### config.mk
export PLATFORM = sky130hd
export DESIGN_NAME = counting_semaphore_fifo_waiters
export DESIGN_NICKNAME = d
export VERILOG_FILES = /design/src/csfw_pkg.sv /design/src/csfw_ram.sv /design/src/csfw_unit.sv /design/src/counting_semaphore_fifo_waiters.sv
export VERILOG_INCLUDE_DIRS = /design/src /design/src/src
export SDC_FILE = /design/constraint.sdc
export NUM_CORES = 1
export LEC_CHECK = 0
export BUFFER_PORTS_ARGS = -buffer_cell sky130_fd_sc_hd__buf_2
export CAP_MARGIN = 30
export CELL_PAD_IN_SITES_DETAIL_PLACEMENT = 1
export CELL_PAD_IN_SITES_GLOBAL_PLACEMENT = 1
export CORE_UTILIZATION = 50
export DETAILED_ROUTE_END_ITERATION = 8
export PLACE_DENSITY_LB_ADDON = 0.1
export SYNTH_ARGS = -nofsm -noshare
export SYNTH_HDL_FRONTEND = slang
export SYNTH_SLANG_ARGS = --single-unit
### constraint.sdc
create_clock -name clock -period 8.4 [get_ports clock]
set_input_delay 1.26 -clock clock [delete_from_list [all_inputs] [get_ports clock]]
set_output_delay 1.26 -clock clock [all_outputs]
set_load 0.005 [all_outputs]
### src/counting_semaphore_fifo_waiters_defines.svh
// Assertion macros shared by the semaphore RTL.
`ifndef COUNTING_SEMAPHORE_FIFO_WAITERS_DEFINES_SVH
`define COUNTING_SEMAPHORE_FIFO_WAITERS_DEFINES_SVH

// A condition that must hold at every clock edge out of reset.
`define CSFW_ASSERT_ALWAYS(label, clk, rst, cond, msg) \
   label: assert property (@(posedge clk) disable iff (rst) (cond)) else $error(msg);

// A consequence that must hold in the same cycle as its antecedent.
`define CSFW_ASSERT_IMPLY(label, clk, rst, ante, cons, msg) \
   label: assert property (@(posedge clk) disable iff (rst) (ante) |-> (cons)) else $error(msg);

// A consequence that must hold in the cycle after its antecedent.
`define CSFW_ASSERT_NEXT(label, clk, rst, ante, cons, msg) \
   label: assert property (@(posedge clk) disable iff (rst) (ante) |=> (cons)) else $error(msg);

`endif

### src/csfw_pkg.sv
// Shared types, codes and defaults of the counting semaphore block.
package csfw_pkg;

   localparam int unsigned QUEUE_DEPTH_DEF = 16;
   localparam int unsigned ID_WIDTH_DEF    = 8;
   localparam int unsigned COUNT_WIDTH_DEF = 16;

   localparam int unsigned ACTION_WIDTH  = 2;
   localparam int unsigned OUTCOME_WIDTH = 2;

   localparam logic [ACTION_WIDTH-1:0] ACT_ACQUIRE = 2'd0;
   localparam logic [ACTION_WIDTH-1:0] ACT_RELEASE = 2'd1;
   localparam logic [ACTION_WIDTH-1:0] ACT_CANCEL  = 2'd2;

   localparam logic [OUTCOME_WIDTH-1:0] OUTCOME_GRANTED  = 2'd0;
   localparam logic [OUTCOME_WIDTH-1:0] OUTCOME_QUEUED   = 2'd1;
   localparam logic [OUTCOME_WIDTH-1:0] OUTCOME_FAILED   = 2'd2;
   localparam logic [OUTCOME_WIDTH-1:0] OUTCOME_REJECTED = 2'd3;

   typedef enum logic [1:0] {
      ST_IDLE,
      ST_EXEC,
      ST_EMIT
   } state_type;

   typedef enum logic [1:0] {
      UNIT_PASS,
      UNIT_INC,
      UNIT_DEC
   } unit_op_type;

   typedef struct packed {
      logic is_zero;
      logic is_max;
   } unit_flags_type;

endpackage

### src/csfw_ram.sv
// Generic single-write, single-read RAM with a registered read port.
module csfw_ram #(
   parameter int unsigned WIDTH = 8,
   parameter int unsigned DEPTH = 16,
   parameter int unsigned AW    = (DEPTH > 1) ? $clog2(DEPTH) : 1
) (
   input  logic             clock,
   input  logic             wr_en,
   input  logic [AW-1:0]    wr_addr,
   input  logic [WIDTH-1:0] wr_data,
   input  logic             rd_en,
   input  logic [AW-1:0]    rd_addr,
   output logic [WIDTH-1:0] rd_data
);

   logic [WIDTH-1:0] mem_ff [DEPTH];
   logic [WIDTH-1:0] rd_data_ff;

   always_ff @(posedge clock) begin
      if (wr_en) begin
         mem_ff[wr_addr] <= wr_data;
      end
      if (rd_en) begin
         rd_data_ff <= mem_ff[rd_addr];
      end
   end

   assign rd_data = rd_data_ff;

endmodule

### src/csfw_unit.sv
// Shared saturating increment and decrement unit for the permit counter.
module csfw_unit #(
   parameter int unsigned WIDTH = 16
) (
   input  csfw_pkg::unit_op_type    op,
   input  logic [WIDTH-1:0]         operand,
   output logic [WIDTH-1:0]         result,
   output csfw_pkg::unit_flags_type flags
);
   import csfw_pkg::*;

   always_comb begin
      flags.is_zero = (operand == '0);
      flags.is_max  = (operand == '1);
      case (op)
         UNIT_INC: result = flags.is_max  ? operand : operand + WIDTH'(1);
         UNIT_DEC: result = flags.is_zero ? operand : operand - WIDTH'(1);
         default:  result = operand;
      endcase
   end

endmodule

### src/counting_semaphore_fifo_waiters.sv
// Top level of the counting semaphore with a first-in first-out waiter queue.
// Usage: requests arrive on the req_ channel (action, requester_id) and are
// taken when req_valid and req_ready are both high. Results leave on the
// rsp_ channel, one per handshake; rsp_last_of_run marks the final result of
// a request. An acquire gives one result, a release gives one result when it
// hands its permit to a waiter and none otherwise, and a cancel gives one
// failed result per queued waiter, oldest first. The csr_ channel loads the
// initial permit count and restarts the semaphore: pool reloaded, queue
// emptied, cancel flag cleared.
// Sequence: a request is taken in the idle state and then executed by the
// sequencer, which owns the one permit arithmetic unit and both queue RAM
// ports. An acquire, or a release with no waiter, passes through the idle
// and execute states; a release to a waiter also passes the emit state,
// because the queue RAM read is registered. A cancel walks its waiters,
// one RAM read and one result per cycle while the result register is free.
// Each result is registered and shows in the cycle after its state sets it.
// Reset loads one permit, clears the flag and empties the queue; no clearing
// pass is needed. A stalled receiver holds the result register, and the
// sequencer waits in place until the register can take the next result.
`include "counting_semaphore_fifo_waiters_defines.svh"

module counting_semaphore_fifo_waiters #(
   parameter int unsigned QUEUE_DEPTH = csfw_pkg::QUEUE_DEPTH_DEF,
   parameter int unsigned ID_WIDTH    = csfw_pkg::ID_WIDTH_DEF,
   parameter int unsigned COUNT_WIDTH = csfw_pkg::COUNT_WIDTH_DEF
) (
   input  logic                               clock,
   input  logic                               reset,
   input  logic                               req_valid,
   output logic                               req_ready,
   input  logic [csfw_pkg::ACTION_WIDTH-1:0]  req_action,
   input  logic [ID_WIDTH-1:0]                req_requester_id,
   output logic                               rsp_valid,
   input  logic                               rsp_ready,
   output logic [ID_WIDTH-1:0]                rsp_target_id,
   output logic [csfw_pkg::OUTCOME_WIDTH-1:0] rsp_outcome,
   output logic [COUNT_WIDTH-1:0]             rsp_free_permits,
   output logic                               rsp_last_of_run,
   input  logic                               csr_valid,
   output logic                               csr_ready,
   input  logic [COUNT_WIDTH-1:0]             csr_data
);
   import csfw_pkg::*;

   // Index width of the queue RAM, occupancy width, and a width for head plus
   // occupancy before it wraps.
   localparam int unsigned AW = (QUEUE_DEPTH > 1) ? $clog2(QUEUE_DEPTH) : 1;
   localparam int unsigned OW = $clog2(QUEUE_DEPTH + 1);
   localparam int unsigned SW = OW + 1;

   state_type               state_ff, state_in;
   logic [ACTION_WIDTH-1:0] action_ff, action_in;
   logic [ID_WIDTH-1:0]     id_ff, id_in;
   logic [COUNT_WIDTH-1:0]  permit_ff, permit_in;
   logic                    cancel_ff, cancel_in;
   logic [AW-1:0]           head_ff, head_in;
   logic [OW-1:0]           occ_ff, occ_in;
   logic                    drain_ff, drain_in;

   logic                     rsp_valid_ff, rsp_valid_in;
   logic [ID_WIDTH-1:0]      rsp_id_ff, rsp_id_in;
   logic [OUTCOME_WIDTH-1:0] rsp_outcome_ff, rsp_outcome_in;
   logic [COUNT_WIDTH-1:0]   rsp_free_ff, rsp_free_in;
   logic                     rsp_last_ff, rsp_last_in;

   unit_op_type            unit_op;
   logic [COUNT_WIDTH-1:0] unit_result;
   unit_flags_type         unit_flags;

   logic                ram_wr_en;
   logic                ram_rd_en;
   logic [AW-1:0]       ram_rd_addr;
   logic [ID_WIDTH-1:0] ram_rd_data;

   logic [SW-1:0] tail_sum;
   logic [SW-1:0] tail_wrap;
   logic [AW-1:0] tail_idx;
   logic [AW-1:0] head_next;
   logic          out_free;
   logic          csr_write;

   // The one arithmetic unit: every change of the permit pool goes through it.
   csfw_unit #(
      .WIDTH (COUNT_WIDTH)
   ) u_unit (
      .op      (unit_op),
      .operand (permit_ff),
      .result  (unit_result),
      .flags   (unit_flags)
   );

   // Waiter queue storage. Entries are only read inside the occupied range.
   csfw_ram #(
      .WIDTH (ID_WIDTH),
      .DEPTH (QUEUE_DEPTH),
      .AW    (AW)
   ) u_queue (
      .clock   (clock),
      .wr_en   (ram_wr_en),
      .wr_addr (tail_idx),
      .wr_data (id_ff),
      .rd_en   (ram_rd_en),
      .rd_addr (ram_rd_addr),
      .rd_data (ram_rd_data)
   );

   // The tail is head plus occupancy, wrapped once around the queue depth.
   assign tail_sum  = SW'(head_ff) + SW'(occ_ff);
   assign tail_wrap = (tail_sum >= SW'(QUEUE_DEPTH)) ? tail_sum - SW'(QUEUE_DEPTH) : tail_sum;
   assign tail_idx  = tail_wrap[AW-1:0];
   assign head_next = (head_ff == AW'(QUEUE_DEPTH - 1)) ? '0 : head_ff + AW'(1);

   // The result register can take a new result when empty or being emptied.
   assign out_free  = !rsp_valid_ff || rsp_ready;
   assign csr_ready = 1'b1;
   assign csr_write = csr_valid && csr_ready;

   always_ff @(posedge clock) begin
      if (reset) begin
         state_ff     <= ST_IDLE;
         permit_ff    <= COUNT_WIDTH'(1);
         cancel_ff    <= 1'b0;
         head_ff      <= '0;
         occ_ff       <= '0;
         rsp_valid_ff <= 1'b0;
      end else begin
         state_ff     <= state_in;
         permit_ff    <= permit_in;
         cancel_ff    <= cancel_in;
         head_ff      <= head_in;
         occ_ff       <= occ_in;
         rsp_valid_ff <= rsp_valid_in;
      end
   end

   always_ff @(posedge clock) begin
      action_ff      <= action_in;
      id_ff          <= id_in;
      drain_ff       <= drain_in;
      rsp_id_ff      <= rsp_id_in;
      rsp_outcome_ff <= rsp_outcome_in;
      rsp_free_ff    <= rsp_free_in;
      rsp_last_ff    <= rsp_last_in;
   end

   // Sequencer: take a request, execute it against the pool and queue, then
   // for a hand-over or cancel, walk the queue one entry per unstalled cycle.
   always_comb begin
      state_in       = state_ff;
      action_in      = action_ff;
      id_in          = id_ff;
      permit_in      = permit_ff;
      cancel_in      = cancel_ff;
      head_in        = head_ff;
      occ_in         = occ_ff;
      drain_in       = drain_ff;
      rsp_valid_in   = rsp_valid_ff && !rsp_ready;
      rsp_id_in      = rsp_id_ff;
      rsp_outcome_in = rsp_outcome_ff;
      rsp_free_in    = rsp_free_ff;
      rsp_last_in    = rsp_last_ff;
      req_ready      = 1'b0;
      unit_op        = UNIT_PASS;
      ram_wr_en      = 1'b0;
      ram_rd_en      = 1'b0;
      ram_rd_addr    = head_ff;

      case (state_ff)
         ST_IDLE: begin
            req_ready = 1'b1;
            if (req_valid) begin
               action_in = req_action;
               id_in     = req_requester_id;
               state_in  = ST_EXEC;
            end
         end

         ST_EXEC: begin
            if (out_free) begin
               state_in = ST_IDLE;
               case (action_ff)
                  ACT_ACQUIRE: begin
                     rsp_valid_in = 1'b1;
                     rsp_id_in    = id_ff;
                     rsp_free_in  = permit_ff;
                     rsp_last_in  = 1'b1;
                     if (cancel_ff) begin
                        rsp_outcome_in = OUTCOME_FAILED;
                     end else if (!unit_flags.is_zero) begin
                        unit_op        = UNIT_DEC;
                        permit_in      = unit_result;
                        rsp_free_in    = unit_result;
                        rsp_outcome_in = OUTCOME_GRANTED;
                     end else if (occ_ff < OW'(QUEUE_DEPTH)) begin
                        ram_wr_en      = 1'b1;
                        occ_in         = occ_ff + OW'(1);
                        rsp_outcome_in = OUTCOME_QUEUED;
                     end else begin
                        rsp_outcome_in = OUTCOME_REJECTED;
                     end
                  end
                  ACT_RELEASE: begin
                     if (!cancel_ff) begin
                        if (occ_ff != '0) begin
                           ram_rd_en = 1'b1;
                           drain_in  = 1'b0;
                           state_in  = ST_EMIT;
                        end else begin
                           unit_op   = UNIT_INC;
                           permit_in = unit_result;
                        end
                     end
                  end
                  ACT_CANCEL: begin
                     cancel_in = 1'b1;
                     if (occ_ff != '0) begin
                        ram_rd_en = 1'b1;
                        drain_in  = 1'b1;
                        state_in  = ST_EMIT;
                     end
                  end
                  default: begin
                     state_in = ST_IDLE;
                  end
               endcase
            end
         end

         ST_EMIT: begin
            // The queue entry at the head is waiting in the RAM read register.
            if (out_free) begin
               rsp_valid_in   = 1'b1;
               rsp_id_in      = ram_rd_data;
               rsp_outcome_in = drain_ff ? OUTCOME_FAILED : OUTCOME_GRANTED;
               rsp_free_in    = permit_ff;
               rsp_last_in    = !drain_ff || (occ_ff == OW'(1));
               head_in        = head_next;
               occ_in         = occ_ff - OW'(1);
               if (drain_ff && (occ_ff != OW'(1))) begin
                  ram_rd_en   = 1'b1;
                  ram_rd_addr = head_next;
               end else begin
                  state_in = ST_IDLE;
               end
            end
         end

         default: begin
            state_in = ST_IDLE;
         end
      endcase

      // A register write restarts the semaphore.
      if (csr_write) begin
         permit_in = csr_data;
         cancel_in = 1'b0;
         head_in   = '0;
         occ_in    = '0;
         state_in  = ST_IDLE;
      end
   end

   assign rsp_valid        = rsp_valid_ff;
   assign rsp_target_id    = rsp_id_ff;
   assign rsp_outcome      = rsp_outcome_ff;
   assign rsp_free_permits = rsp_free_ff;
   assign rsp_last_of_run  = rsp_last_ff;

   `CSFW_ASSERT_NEXT(a_accept_exec, clock, reset, req_valid && req_ready && !csr_write, state_ff == ST_EXEC, "accepted request did not reach execute")
   `CSFW_ASSERT_IMPLY(a_emit_has_waiter, clock, reset, state_ff == ST_EMIT, occ_ff != '0, "queue walk with an empty queue")
   `CSFW_ASSERT_IMPLY(a_single_is_last, clock, reset, rsp_valid && (rsp_outcome != OUTCOME_FAILED), rsp_last_of_run, "single-result outcome not marked last")
   `CSFW_ASSERT_ALWAYS(a_occ_bound, clock, reset, occ_ff <= OW'(QUEUE_DEPTH), "queue occupancy beyond depth")

endmodule
==> metrics.yaml <==
outcome:
  status: "completed"
yosys:
  ys_seq_area_share_pct: 51.8
  synth_edf_count: 174
  synthArstFlopShare_pct: 0
  synth_cell_types: 71
  ys.flop_type: "edfxtp_1"
  synth_cells: 1092
  syn_area_um2: 11200
  synth-seq-cells: 203
  yosysWarnings: 0
  synth_fp_nets: 1143
  syn_area_per_cell_um2: 10.3
floorplan:
  start_util_pct: 51.2
  die_x_um: 152
  ios: 61
  core-area_um2: 21900
  die_y_um: 152
  die-area_um2: 23000
  rows: 54
global_route:
  grt_max_degree: 103
  grt_pass1_wl_um: 51400
  grt_pass1_vias: 9042
  grt_usage_pct: 29.5
  antenna_found_initial: 0
  grt_overflow: 0
power:
  pwr-share-clk_pct: 45.2
  p_comb_share_pct: 4.0
  power.switching_uw: 487
  p_leak_nw: 4.15
  seqPwrFrac_pct: 50.7
  ir_drop_mv: 0.233
  p_int_mw: 1.75
  power_density_nw_per_um2: 180
  p_sw_share_pct: 21.7
routing:
  viasPerCell: 6.40
  num_vias: 8985
  drt_wl_total_um: 33200
  drt-initial-drc-count: 606
  drc: 0
  wl_per_cell_um: 23.7
  firstDrtPassIters: 5
  ant_nets: 0
critical_path:
  critPathMaxFanout: 19
  critical_path_class: "register to register"
  worstSetupEndpointType: "register"
  required_ns: 8.81
  critPathArrivalTime_ns: 4.57
  cp-start-kind: "register"
finish:
  antennaDiodeCount: 0
  layout-drive-gt1-share_pct: 13.7
  fillCellCount: 2398
  multi_input_area_um2: 4940
  regArea_um2: 5810
  layoutNonFillerInstCount: 1404
  syn_to_final_growth_pct: 10.8
  nets: 1160
run:
  drv_cap: 0
worst_hold_path:
  hold_path_class: "register to register"
timing:
  hold_viol: 0
  finalSetupViolations: 0
  hold_ws_ns: 0.556
  tightest_slew_ns: 1.07
  slew_headroom_pct: 28.1
  tns_ns: 0
  finalWorstSetupSlack_ns: 4.24
  fmax_ghz: 0.240
  post-route-period-util_pct: 49.6
  fin_worst_skew_ns: 0.0287
  drv_slew: 0
  rsz0062_at_grt: "no"
  post-route-min-period_ns: 4.16
place:
  io_buffer_count: 59
  place_congestion: 0.925
  hpwl_um: 22100
  dp_cells: 1362
  place_ws_ns: 4.03
cts:
  holdBufCountCts: 0
  cts_resized: 0
  clk_latency_ns: 0.52
  clock-sinks: 203
  cts_max_path_buffers: 3
  cts_setup_buffers: 0
  cts_tree: "built"
  clkTransAtPathRegs_ns: 0.06
  root_buffer: "clkbuf_16"
  numCtsBuffers: 23
  htree_levels: 1
[state kept, by name (all words and copies together) (netlist names)]
register          flops
drain_ff              1
id_ff                 8
permit_ff            16
cancel_ff             1
rsp_free_permits     16
action_ff             2
head_ff               4
rsp_valid             1
state_ff              2
u_queue.mem_ff      128
rsp_target_id         8
occ_ff                5
rsp_last_of_run       1
rsp_outcome           2
u_queue.rd_data       8
[cell type report]
type	count	area share, %
flip-flops and latches	203	46.7
multi-input cells	778	39.7
clock buffers	30	5.00
repair buffers	83	4.07
well taps	280	2.82
clock inverters	10	1.03
inverters	20	0.604
[worst max-delay path: stages, from the launching register on]
cell	delay [ns]
dfxtp_1	0.38
inv_1	0.13
ha_1	0.16
nor4b_1	0.41
nand4_1	0.78
nand2b_1	0.36
ha_1	0.51
nand2b_1	0.47
or4_1	0.50
nand3_1	0.13
nor2_1	0.06
o22ai_1	0.19
[cells by family (layout without fill, tap and decap cells)]
logic type                 Yosys count  in the layout  share of synthesized area [%]
and+or+nand+nor                    447            447                           20.4
adders and majority gates           20             20                           2.30
AOI/OAI and AO/OA                  243            243                           14.5
DFF                                203            203                           51.8
xor gates and xnor gates            13             13                           1.18
muxes                               54             54                           5.54
other                                1              1                         0.0335
buffers and inverters              111            143                           4.25
[per-layer routing]
| layer | routed length, µm | vias up | global-route usage [%] | part of all wire (%) |
|---|---|---|---|---|
| met3 | 1690 | 68 | 3.68 | 5.1 |
| met5 | 0 | - | 0 | 0 |
| li1 | - | 4139 | - | - |
| met4 | 935 | 0 | 10.1 | 2.8 |
| met2 | 16100 | 281 | 48.8 | 48 |
| met1 | 14500 | 4497 | 40.1 | 44 |
[cell usage after synthesis (all sizes together), types with 5 or more instances]
master	count	area share, %
a211oi	5	0.33
a21oi	82	3.7
a22oi	7	0.47
a311oi	22	1.7
a31oi	10	0.56
a32oi	20	1.6
and4	6	0.49
buf	17	1.1
clkbuf	74	2.5
dfxtp	29	5.2
edfxtp	174	47
ha	19	2.1
inv	19	0.64
mux2	14	1.4
mux2i	35	3.1
mux4	5	1.0
nand2	141	4.7
nand2b	76	4.2
nand3	21	0.94
nand4	9	0.50
nor2	59	2.0
nor2b	14	0.78
nor3	49	2.2
nor4	34	1.9
o211ai	11	0.74
o21ai	37	1.7
o221a	5	0.50
o31a	5	0.39
or3	8	0.45
or4	6	0.40
xnor2	10	0.95
[through the flow]
step	utilization [%]	power, mW	area, µm²
finish	56.8	2.24	12400
CTS	56.7	2.25	12400
detailed placement	53.3	1.25	11700
floorplan	-	1.20	11200
global route	56.8	2.29	12400
global placement	52.8	1.24	11600
[final timing paths]
kind                            cells past startpoint  slack [ns]                        end                      start
worst max-delay path                               11        4.24  permit_ff[4]$_SDFFE_PP0P_  permit_ff[1]$_SDFFE_PP0P_
worst min-delay path                                2        0.56    head_ff[0]$_SDFFE_PP0P_    head_ff[0]$_SDFFE_PP0P_
worst max register to register                     11        4.24  permit_ff[4]$_SDFFE_PP0P_  permit_ff[1]$_SDFFE_PP0P_
worst min register to register                      2        0.56    head_ff[0]$_SDFFE_PP0P_    head_ff[0]$_SDFFE_PP0P_
[cell usage in the layout (no fill, tap or decap), types with 6 or more instances in the layout]
cell type and instances:
edfxtp_1 174, dfxtp_1 28, nand4_1 9, xnor2_1 9, nor4_1 34, buf_4 21
ha_1 19, o21ai_0 37, or3_1 8, nand2_1 141, mux2i_1 35, a32oi_1 20
or4_1 6, clkbuf_16 23, nand3_1 21, a22oi_1 7, mux2_2 14, nor3_1 48
a31oi_1 10, o211ai_1 11, a311oi_1 22, nor2b_1 12, nor2_1 59, a21oi_1 82
nand2b_1 76, buf_2 60, inv_1 19
[power by group through the flow]
stage               Clock [mW]  Combinational [mW]  Sequential (mW)
floorplan                    0              0.0636             1.14
global placement             0              0.0856             1.16
detailed placement           0              0.0884             1.16
CTS                       1.02              0.0892             1.14
global route              1.06              0.0983             1.14
finish                    1.01              0.0900             1.14
No activity file was read; power rests on OpenSTA's default activity.
